$ cat src/rtl/tpla_pkg.sv
// Shared constants and point/status codes for the trip path length accumulator.
package tpla_pkg;

   localparam int TPLA_COORD_BITS = 24;
   localparam int TPLA_SUM_BITS   = 48;
   localparam int TPLA_COUNT_BITS = 24;

   localparam logic [1:0] OP_START = 2'd1;
   localparam logic [1:0] OP_STOP  = 2'd2;

   localparam logic [1:0] ST_WAIT    = 2'd0;
   localparam logic [1:0] ST_RUN     = 2'd1;
   localparam logic [1:0] ST_STOPPED = 2'd2;
   localparam logic [1:0] ST_AFTER   = 2'd3;

endpackage

$ cat src/rtl/trip_path_length_accumulator_top.sv
// Trip path length accumulator: sequencer with a shared multiplier, root and divide steps.
//
// Points are ignored until the first START; after that every point adds its step length to
// the path total and its distance from the start to a second sum, and is counted. A STOP
// point also reports the final distance and the average distance to start, after which all
// points are ignored until reset. One transaction is taken at a time. A point of a running
// trip is accepted, then each of its two distances goes through the shared multiplier (dx,
// then dy) and the one-bit-per-cycle square root, then it is accumulated and output. A STOP
// point also passes through the one-bit-per-cycle divider for the average before output.
// Points before start or after stop go straight from accept to output. The result sits in
// an output register, so a new transaction is accepted while the last result is still
// waiting.
module trip_path_length_accumulator_top
   import tpla_pkg::*;
#(
   parameter int COORD_BITS = TPLA_COORD_BITS,
   parameter int SUM_BITS   = TPLA_SUM_BITS,
   parameter int COUNT_BITS = TPLA_COUNT_BITS,
   localparam int REQ_W = ((2 * COORD_BITS + 7) / 8) * 8,
   localparam int RSP_W = ((SUM_BITS + 4 * COORD_BITS + 2 + COUNT_BITS + 7) / 8) * 8
) (
   input  logic             clock,
   input  logic             reset,
   input  logic             req_tvalid,
   output logic             req_tready,
   // pos_x, pos_y
   input  logic [REQ_W-1:0] req_tdata,
   // op
   input  logic [1:0]       req_tuser,
   output logic             rsp_tvalid,
   input  logic             rsp_tready,
   // total_distance, distance_to_start, average_to_start, final_x, final_y, point_count
   output logic [RSP_W-1:0] rsp_tdata,
   // status
   output logic [1:0]       rsp_tuser
);

   localparam int C     = COORD_BITS;
   localparam int M     = 2 * C + 2;
   localparam int RW    = C + 4;
   localparam int WQ    = (SUM_BITS > C + 1) ? SUM_BITS : C + 1;
   localparam int AW    = WQ + 1;
   localparam int CNT_W = $clog2(SUM_BITS + C + 2);

   typedef enum logic [2:0] {
      S_IDLE, S_MUL_X, S_MUL_Y, S_ROOT, S_ACC, S_DIV, S_DONE
   } state_type;

   state_type              state_ff;
   logic                   trip_started_ff, trip_stopped_ff;
   logic                   pass_ff;
   logic [1:0]             op_ff;
   logic [C-1:0]           new_x_ff, new_y_ff;
   logic [C-1:0]           start_x_ff, start_y_ff, last_x_ff, last_y_ff;
   logic [C-1:0]           stop_x_ff, stop_y_ff;
   logic [SUM_BITS-1:0]    path_sum_ff, dist_sum_ff;
   logic [COUNT_BITS-1:0]  count_ff;
   logic [C:0]             step_ff, dist_ff, avg_ff;
   logic [M-1:0]           rad_ff;
   logic [RW-1:0]          rem_ff;
   logic [C:0]             root_ff;
   logic [SUM_BITS-1:0]    dq_ff;
   logic [COUNT_BITS-1:0]  drem_ff;
   logic [CNT_W-1:0]       cnt_ff;
   logic [1:0]             res_status_ff;
   logic                   res_zero_ff;
   logic                   rsp_valid_ff;
   logic [RSP_W-1:0]       rsp_data_ff;
   logic [1:0]             rsp_user_ff;

   // Offset binary makes signed coordinates compare as unsigned ones.
   function automatic logic [C-1:0] abs_diff(input logic [C-1:0] a, input logic [C-1:0] b);
      logic [C-1:0] p, q;
      p = {~a[C-1], a[C-2:0]};
      q = {~b[C-1], b[C-2:0]};
      return (p > q) ? p - q : q - p;
   endfunction

   function automatic logic [SUM_BITS-1:0] sat_add(input logic [SUM_BITS-1:0] s,
                                                   input logic [C:0] d);
      logic [AW-1:0] t;
      t = AW'(s) + AW'(d);
      return (t > AW'({SUM_BITS{1'b1}})) ? {SUM_BITS{1'b1}} : t[SUM_BITS-1:0];
   endfunction

   logic [C-1:0]          op_x, op_y, dx, dy, mul_a;
   logic [2*C-1:0]        prod;
   logic [RW-1:0]         rem_sh, trial, rem_next;
   logic                  root_ge;
   logic [C:0]            root_next;
   logic [COUNT_BITS:0]   drem_sh;
   logic                  div_ge;
   logic [SUM_BITS-1:0]   dq_next;
   logic [WQ-1:0]         quot_ext;
   logic [C:0]            avg_clamped;
   logic [SUM_BITS-1:0]   path_sum_new, dist_sum_new;
   logic [COUNT_BITS-1:0] count_new;
   logic                  out_free;
   logic                  req_fire;

   assign op_x  = pass_ff ? start_x_ff : last_x_ff;
   assign op_y  = pass_ff ? start_y_ff : last_y_ff;
   assign dx    = abs_diff(op_x, new_x_ff);
   assign dy    = abs_diff(op_y, new_y_ff);
   assign mul_a = (state_ff == S_MUL_X) ? dx : dy;
   assign prod  = mul_a * mul_a;

   // Digit-by-digit square root, one result bit per cycle.
   assign rem_sh    = {rem_ff[RW-3:0], rad_ff[M-1:M-2]};
   assign trial     = {1'b0, root_ff, 2'b01};
   assign root_ge   = (rem_sh >= trial);
   assign rem_next  = root_ge ? rem_sh - trial : rem_sh;
   assign root_next = {root_ff[C-1:0], root_ge};

   // Restoring divider, one quotient bit per cycle.
   assign drem_sh     = {drem_ff, dq_ff[SUM_BITS-1]};
   assign div_ge      = (drem_sh >= {1'b0, count_ff});
   assign dq_next     = {dq_ff[SUM_BITS-2:0], div_ge};
   assign quot_ext    = WQ'(dq_next);
   assign avg_clamped = (quot_ext > WQ'({(C + 1){1'b1}})) ? {(C + 1){1'b1}} : quot_ext[C:0];

   assign path_sum_new = sat_add(path_sum_ff, step_ff);
   assign dist_sum_new = sat_add(dist_sum_ff, dist_ff);
   assign count_new    = (count_ff == {COUNT_BITS{1'b1}}) ? count_ff : count_ff + 1'b1;

   assign out_free   = !rsp_valid_ff || rsp_tready;
   assign req_tready = (state_ff == S_IDLE);
   assign req_fire   = req_tvalid && req_tready;

   always_ff @(posedge clock) begin
      if (reset) begin
         state_ff        <= S_IDLE;
         trip_started_ff <= 1'b0;
         trip_stopped_ff <= 1'b0;
         rsp_valid_ff    <= 1'b0;
         path_sum_ff     <= '0;
         dist_sum_ff     <= '0;
         count_ff        <= '0;
         stop_x_ff       <= '0;
         stop_y_ff       <= '0;
         dist_ff         <= '0;
         avg_ff          <= '0;
      end else begin
         // In S_DONE the output register is reloaded instead of being emptied.
         if (rsp_valid_ff && rsp_tready && state_ff != S_DONE) begin
            rsp_valid_ff <= 1'b0;
         end
         case (state_ff)
            S_IDLE: begin
               if (req_fire) begin
                  op_ff    <= req_tuser;
                  new_x_ff <= req_tdata[C-1:0];
                  new_y_ff <= req_tdata[2*C-1:C];
                  pass_ff  <= 1'b0;
                  if (trip_stopped_ff) begin
                     res_status_ff <= ST_AFTER;
                     res_zero_ff   <= 1'b0;
                     state_ff      <= S_DONE;
                  end else if (!trip_started_ff) begin
                     res_zero_ff <= 1'b1;
                     if (req_tuser == OP_START) begin
                        start_x_ff      <= req_tdata[C-1:0];
                        start_y_ff      <= req_tdata[2*C-1:C];
                        last_x_ff       <= req_tdata[C-1:0];
                        last_y_ff       <= req_tdata[2*C-1:C];
                        trip_started_ff <= 1'b1;
                        res_status_ff   <= ST_RUN;
                     end else begin
                        res_status_ff <= ST_WAIT;
                     end
                     state_ff <= S_DONE;
                  end else begin
                     state_ff <= S_MUL_X;
                  end
               end
            end
            S_MUL_X: begin
               rad_ff   <= M'(prod);
               rem_ff   <= '0;
               root_ff  <= '0;
               cnt_ff   <= CNT_W'(C);
               state_ff <= S_MUL_Y;
            end
            S_MUL_Y: begin
               rad_ff   <= rad_ff + M'(prod);
               state_ff <= S_ROOT;
            end
            S_ROOT: begin
               rem_ff  <= rem_next;
               root_ff <= root_next;
               rad_ff  <= {rad_ff[M-3:0], 2'b00};
               cnt_ff  <= cnt_ff - 1'b1;
               if (cnt_ff == '0) begin
                  // First pass measures the step, second the distance from start.
                  if (!pass_ff) begin
                     step_ff  <= root_next;
                     pass_ff  <= 1'b1;
                     state_ff <= S_MUL_X;
                  end else begin
                     dist_ff  <= root_next;
                     state_ff <= S_ACC;
                  end
               end
            end
            S_ACC: begin
               path_sum_ff <= path_sum_new;
               dist_sum_ff <= dist_sum_new;
               count_ff    <= count_new;
               last_x_ff   <= new_x_ff;
               last_y_ff   <= new_y_ff;
               res_zero_ff <= 1'b0;
               if (op_ff == OP_STOP) begin
                  stop_x_ff       <= new_x_ff;
                  stop_y_ff       <= new_y_ff;
                  trip_stopped_ff <= 1'b1;
                  res_status_ff   <= ST_STOPPED;
                  dq_ff           <= dist_sum_new;
                  drem_ff         <= '0;
                  cnt_ff          <= CNT_W'(SUM_BITS - 1);
                  state_ff        <= S_DIV;
               end else begin
                  res_status_ff <= ST_RUN;
                  state_ff      <= S_DONE;
               end
            end
            S_DIV: begin
               dq_ff   <= dq_next;
               drem_ff <= div_ge ? COUNT_BITS'(drem_sh - {1'b0, count_ff})
                                 : drem_sh[COUNT_BITS-1:0];
               cnt_ff  <= cnt_ff - 1'b1;
               if (cnt_ff == '0) begin
                  avg_ff   <= avg_clamped;
                  state_ff <= S_DONE;
               end
            end
            S_DONE: begin
               if (out_free) begin
                  rsp_valid_ff <= 1'b1;
                  rsp_user_ff  <= res_status_ff;
                  if (res_zero_ff) begin
                     rsp_data_ff <= '0;
                  end else if (res_status_ff == ST_RUN) begin
                     rsp_data_ff <= RSP_W'({count_ff, {(2 * C){1'b0}}, {(C + 1){1'b0}},
                                            dist_ff, path_sum_ff});
                  end else begin
                     rsp_data_ff <= RSP_W'({count_ff, stop_y_ff, stop_x_ff, avg_ff,
                                            dist_ff, path_sum_ff});
                  end
                  state_ff <= S_IDLE;
               end
            end
            default: begin
               state_ff <= S_IDLE;
            end
         endcase
      end
   end

   assign rsp_tvalid = rsp_valid_ff;
   assign rsp_tdata  = rsp_data_ff;
   assign rsp_tuser  = rsp_user_ff;

   // A trip can only stop after it started, and the stop point is always counted.
   a_stop_after_start: assert property (@(posedge clock) disable iff (reset)
      trip_stopped_ff |-> trip_started_ff)
      else $error("trip stopped without a start");

   a_stop_sticky: assert property (@(posedge clock) disable iff (reset)
      trip_stopped_ff |=> trip_stopped_ff)
      else $error("stopped trip left the stopped state");

   a_div_nonzero: assert property (@(posedge clock) disable iff (reset)
      (state_ff == S_DIV) |-> (count_ff != '0))
      else $error("average divider started with a zero count");

   a_stop_counted: assert property (@(posedge clock) disable iff (reset)
      (rsp_valid_ff && (rsp_user_ff == ST_STOPPED || rsp_user_ff == ST_AFTER))
         |-> (count_ff != '0))
      else $error("stop result with zero point count");

endmodule

$ cat config.mk
export PLATFORM = sky130hd
export DESIGN_NAME = trip_path_length_accumulator_top
export DESIGN_NICKNAME = d
export VERILOG_FILES = /design/src/rtl/tpla_pkg.sv /design/src/rtl/trip_path_length_accumulator_top.sv
export SDC_FILE = /design/constraint.sdc
export NUM_CORES = 2
export LEC_CHECK = 0
export ABC_AREA = 1
export BUFFER_PORTS_ARGS = -buffer_cell sky130_fd_sc_hd__buf_2
export CAP_MARGIN = 30
export CORE_AREA = 2 2 423 425
export CTS_BUF_LIST = sky130_fd_sc_hd__clkbuf_4 sky130_fd_sc_hd__clkbuf_8 sky130_fd_sc_hd__clkbuf_16
export CTS_CLUSTER_DIAMETER = 40
export DETAILED_ROUTE_END_ITERATION = 16
export DIE_AREA = 0 0 425 427
export GPL_ROUTABILITY_DRIVEN = 0
export HOLD_SLACK_MARGIN = 0.12
export SKIP_CTS_REPAIR_TIMING = 1
export SYNTH_ARGS = -nofsm -noshare
export SYNTH_HDL_FRONTEND = slang
export SYNTH_SLANG_ARGS = --single-unit
$ cat constraint.sdc
create_clock -name clock -period 50.5 [get_ports clock]
set_clock_uncertainty 0.1 [all_clocks]
set_input_delay 7.575 -clock clock [delete_from_list [all_inputs] [get_ports clock]]
set_output_delay 7.575 -clock clock [all_outputs]
set_load 0.01 [all_outputs]
# Word-level counts from Yosys, hierarchy flattened
# Index checks and enable logic that the tools add are counted.
op_classes:
  multipliers: 1
  order_cmp: 7
  reduce_logical: 32
  eq_ne: 20
  addsub: 11
  n_mux: 56
  n_bitwise: 9
ops:
  columns: ["op", "n"]
  rows:
  - ["24-bit 2-to-1 mux", 15]
  - ["50-bit one-hot mux with 3 select lines", 1]
  - ["48-bit 2-to-1 mux", 3]
  - ["24-bit one-hot mux with 2 select lines", 3]
  - ["24-bit subtractor", 5]
  - ["48-bit by 25-bit adder with 49-bit output", 2]
  - ["49-bit by 48-bit > comparator with 1-bit output (second input constant)", 2]
  - ["48-bit one-hot mux with 2 select lines", 1]
  - ["26-bit one-hot mux with 2 select lines", 1]
  - ["50-bit by 48-bit adder with 50-bit output", 1]
  - ["25-bit one-hot mux with 2 select lines", 1]
  - ["24-bit > comparator", 2]
  - ["48-bit by 25-bit > comparator with 1-bit output (second input constant)", 1]
  - ["24-bit by 24-bit multiplier with 48-bit output", 1]
  - ["28-bit by 27-bit greater-or-equal comparator with 1-bit output", 1]
  - ["26-bit 2-to-1 mux", 1]
  - ["26-bit subtractor", 1]
  - ["25-bit by 24-bit greater-or-equal comparator with 1-bit output", 1]
  - ["25-bit 2-to-1 mux", 1]
  - ["24-bit by 1-bit adder with 24-bit output (second input constant)", 1]
  - ["24-bit equality test (second input constant)", 1]
  - ["3-bit 2-to-1 mux", 7]
  - ["3-bit one-hot mux with 7 select lines", 1]
  - ["7-bit one-hot mux with 3 select lines", 1]
  - ["other kinds (28)", 81]
totals:
  word_cells: 167
  ff_bits: 757

# Logic depth before layout (Yosys ltp)
logic_depth:
  word_depth: 8
  ltp_mapped: 68
  depth_no_buf: 63

# Least setup slack after synthesis
# No wires, ideal clock.
synth_timing:
  path_type: "in2reg"
  from: "input reset"
  to: "register rsp_data_ff[0] (netlist: rsp_tdata[0]) (enable)"
  required_time_ps: 49450
  cell_stages: 4
  setup_slack_ps: 28814
  t_arrival_ps: 20636
  cell_sequence: "clkbuf_1 clkbuf_1 buf_1 nor3b_1"
synth_between:
  elab_chain_cells: 2
synth_rtl:
  columns: ["element", "line", "rtl"]
  rows:
  - ["start, declared", "trip_path_length_accumulator_top.sv:23", "input logic reset,"]
  - ["1-bit NOT (no line)", null, null]
  - ["3-bit AND reduction (no line)", null, null]
  - ["end signal, assigned", "trip_path_length_accumulator_top.sv:243", "rsp_data_ff <= RSP_W'({count_ff, {(2 * C){1'b0}}, {(C + 1){1'b0}},"]
  - ["end signal, assigned", "trip_path_length_accumulator_top.sv:246", "rsp_data_ff <= RSP_W'({count_ff, stop_y_ff, stop_x_ff, avg_ff,"]
  - ["end, declared", "trip_path_length_accumulator_top.sv:68", "logic [RSP_W-1:0] rsp_data_ff;"]
# Every way passes these cells.
# A chain may end at the register's enable or synchronous reset.

# Final worst setup path
layout_timing:
  from: "register pass_ff"
  to: "register rad_ff[48], data pin"
layout_between:
  elab_chain_cells: 8
  elab_cells_between_ends: 16
layout_rtl:
  columns: ["element", "line", "rtl"]
  rows:
  - ["start, declared", "trip_path_length_accumulator_top.sv:51", "logic pass_ff;"]
  - ["start signal, assigned", "trip_path_length_accumulator_top.sv:154", "pass_ff <= 1'b0;"]
  - ["start signal, assigned", "trip_path_length_accumulator_top.sv:197", "pass_ff <= 1'b1;"]
  - ["24-bit 2-to-1 mux (on tied branches)", "trip_path_length_accumulator_top.sv:102, trip_path_length_accumulator_top.sv:101", null]
  - ["1-bit NOT", "trip_path_length_accumulator_top.sv:74", "p = {~a[C-1], a[C-2:0]};"]
  - ["24-bit subtractor / 24-bit > comparator (equally long branches)", "trip_path_length_accumulator_top.sv:76", "return (p > q) ? p - q : q - p;"]
  - ["24-bit 2-to-1 mux", "trip_path_length_accumulator_top.sv:76", null]
  - ["24-bit 2-to-1 mux *", "trip_path_length_accumulator_top.sv:105", "assign mul_a = (state_ff == S_MUL_X) ? dx : dy;"]
  - ["24-bit by 24-bit multiplier with 48-bit output *", "trip_path_length_accumulator_top.sv:106", "assign prod = mul_a * mul_a;"]
  - ["50-bit by 48-bit adder with 50-bit output *", "trip_path_length_accumulator_top.sv:185", "rad_ff <= rad_ff + M'(prod);"]
  - ["50-bit one-hot mux with 3 select lines *", "trip_path_length_accumulator_top.sv:148", "case (state_ff)"]
  - ["end signal, assigned", "trip_path_length_accumulator_top.sv:178", "rad_ff <= M'(prod);"]
  - ["end signal, assigned", "trip_path_length_accumulator_top.sv:185", null]
  - ["end signal, assigned", "trip_path_length_accumulator_top.sv:191", "rad_ff <= {rad_ff[M-3:0], 2'b00};"]
  - ["end, declared", "trip_path_length_accumulator_top.sv:59", "logic [M-1:0] rad_ff;"]
# Every way passes the cells marked *; elsewhere a longest branch is shown, timed or not.

==> results_dict.tcl <==
set metrics [dict create \
    status "complete, no violations" \
    finalHoldViolations 0 \
    slew_violations 0 \
    max_freq_ghz 0.0732 \
    start_kind "register" \
    cp.required_ns 50.90 \
    setup_viol 0 \
    drt-met1-wl_mm 75.9 \
    cts_sinks 751 \
    vias 51100 \
    worst-setup-path-type "register to register" \
    dieArea_um2 181000 \
    cpMostUsedCell "nand2_1" \
    layout_min_cycle_time_ns 13.66 \
    fin_ws_ns 36.84 \
    grt_overflow 0 \
    initial_utilization 0.348 \
    numPortBuffers 227 \
    grt_pass1_vias 52200 \
    cp-startpoint "pass_ff" \
    slew_headroom 0.367 \
    core_um2 177000 \
    synth_cells 7590 \
    slowest_delay_ns 0.55 \
    synth_cell_types 64 \
    cts_buffers 137 \
    wl_per_cell_um 17.1 \
    tightest_slew_ns 0.949 \
    grt_max_degree 96 \
    wl_met3_mm 9.57 \
    clkTransAtPathRegs_ns 0.05 \
    drt_iter0_drc 3615 \
    cp_max_fo 49 \
    cts_tree "yes" \
    drive_above_1_share 0.0956 \
    endpoint "rad_ff[48]" \
    nNetsFinal 8694 \
    arrival_ns 14.06 \
    syn_to_final_growth_pct 13.7 \
    utilization 0.395 \
    cap_violations 0 \
    rows 155 \
    ys_seq_elements 751 \
    place_ws_ns 36.98 \
    gr-usage-all-layers 0.193 \
    synth_area_leaders "edfxtp_1 (26%), fa_1 (14%), ha_1 (8.5%), inv_1 (8.5%), nand2_1 (7.9%)" \
    r2r_start "pass_ff" \
    die_h_um 427 \
    ys_seq_area_frac 0.329 \
    placed_area_um2 65200 \
    rsz0062_at_grt "no" \
    cp_slowest_cell "fa_1" \
    synth_commonest_cells "inv_1 (1,403), nand2_1 (1,290), nor2_1 (857), a21oi_1 (533), edfxtp_1 (527)" \
    grt_first_pass_wirelength_mm 282 \
    finalInstanceArea_um2 70100 \
    num-fill-cells 18000 \
    viasPerCell 4.98 \
    synth_area_leader_cell "edfxtp_1" \
    r2r_slack_ns 36.84 \
    top_layer_used "met5" \
    async_flop_share 0 \
    insertion_delay_ns 0.77 \
    synth_top_area_share 0.257 \
    synth_most_common_cell "inv_1" \
    drc 0 \
    synth_flop_cell "edfxtp_1" \
    r2r-end "rad_ff[48]" \
    rr_worst_depth 57 \
    wl_met2_mm 83.8 \
    end_kind "register" \
    yosysWarningCount 0 \
    die_w_um 425 \
    wl_mm 176 \
    post-route-period-util 0.270 \
    h-tree-depth 4 \
    cts_buffer_depth 3 \
    syn_avg_cell_area_um2 8.12 \
    synth-edff-count 527 \
    ctsRootBufferMaster "clkbuf_16" \
    syn_area_um2 61600 \
    fin_tns_setup_ns 0 \
    holdCritPathClass "register to register" \
    place_hpwl_mm 135 \
    num_io_pins 234 \
    antenna_found_initial 6 \
    ant_nets 0 \
    first_pass_iters 7 \
]
## layer usage
layer / GRT usage / up-vias
li1: - / 24800
met4: 0.0762 / 2
met3: 0.0285 / 342
met5: 0 / -
met1: 0.248 / 24500
met2: 0.327 / 1488
## cell usage in the layout, fill, tap and decap left out, types with 11 or more instances in the layout
cell type / instances
a211oi_1: 11
a21boi_0: 13
a21o_1: 26
a21oi_1: 531
a221oi_1: 25
a31oi_1: 65
buf_2: 227
buf_4: 39
bufinv_16: 12
clkbuf_16: 139
clkinv_2: 15
clkinv_4: 14
dfxtp_1: 224
diode_2: 11
edfxtp_1: 527
fa_1: 437
ha_1: 421
inv_1: 1401
inv_2: 52
inv_6: 23
nand2_1: 1289
nand2_2: 24
nand3_1: 241
nand4_1: 48
nor2_1: 852
nor2_2: 36
nor2_4: 22
nor3_1: 80
nor4_1: 18
o211ai_1: 38
o21ai_0: 522
o21ai_1: 36
o21bai_1: 49
or2_1: 11
or2_2: 62
xnor2_1: 66
xor2_1: 139
## final cells by class
cell class / count / area (um^2) / area share
Antenna cell: 11 / 27.5 / 0.000393
Clock buffer: 151 / 3580 / 0.0511
Clock inverter: 105 / 1290 / 0.0184
Inverter: 1459 / 5480 / 0.0783
Multi-Input combinational cell: 5164 / 34900 / 0.499
Sequential cell: 751 / 20300 / 0.290
Tap cell: 2355 / 2950 / 0.0420
Timing Repair Buffer: 269 / 1500 / 0.0215
## critical path: cells and delay by family (launching register included)
kind,cells,cell delay [ns]
fa+ha+maj,10,4.82
simple gates,27,3.85
buf+inv,13,2.68
compound gates,6,1.36
flops,1,0.32
xor+xnor,1,0.14
## kinds of logic after synthesis
family / Yosys count / synth area share
simple gates: 2736 / 0.187
other cells: 1 / 0.0000608
flops: 751 / 0.329
compound gates: 1355 / 0.121
fa+ha+maj: 858 / 0.227
xor+xnor: 205 / 0.0291
buf+inv: 1680 / 0.106
mux: 4 / 0.000650
## metrics by stage
| stage | hold slack [ns] | instances |
|---|---|---|
| floorplan | 0.326 | 7595 |
| global placement | 0.335 | 9994 |
| detailed placement | 0.338 | 9997 |
| CTS | 0.340 | 10300 |
| global route | 0.353 | 10300 |
| finish | 0.341 | 10300 |
## how the worst min path moves through the flow
stage | from | to | slack [ns] | cells after the start
floorplan | res_status_ff[0] | rsp_tuser[0] | 0.33 | 0
global placement | root_ff[9] | step_ff[10] | 0.33 | 0
detailed placement | res_status_ff[0] | rsp_tuser[0] | 0.34 | 0
CTS | root_ff[6] | step_ff[7] | 0.34 | 0
global route | root_ff[6] | step_ff[7] | 0.35 | 0
finish | root_ff[6] | step_ff[7] | 0.34 | 0
## flip-flops by register name, indices dropped and copies added (netlist names), 25 cells and up
name         cells
rem_ff          26
rsp_tdata      170
avg_ff          25
dq_ff           48
dist_sum_ff     48
step_ff         25
rad_ff          50
path_sum_ff     48
root_ff         25
dist_ff         25
Power is not shown: default switching activity piles up to over one toggle a cycle in this logic, so the estimate is an artifact.
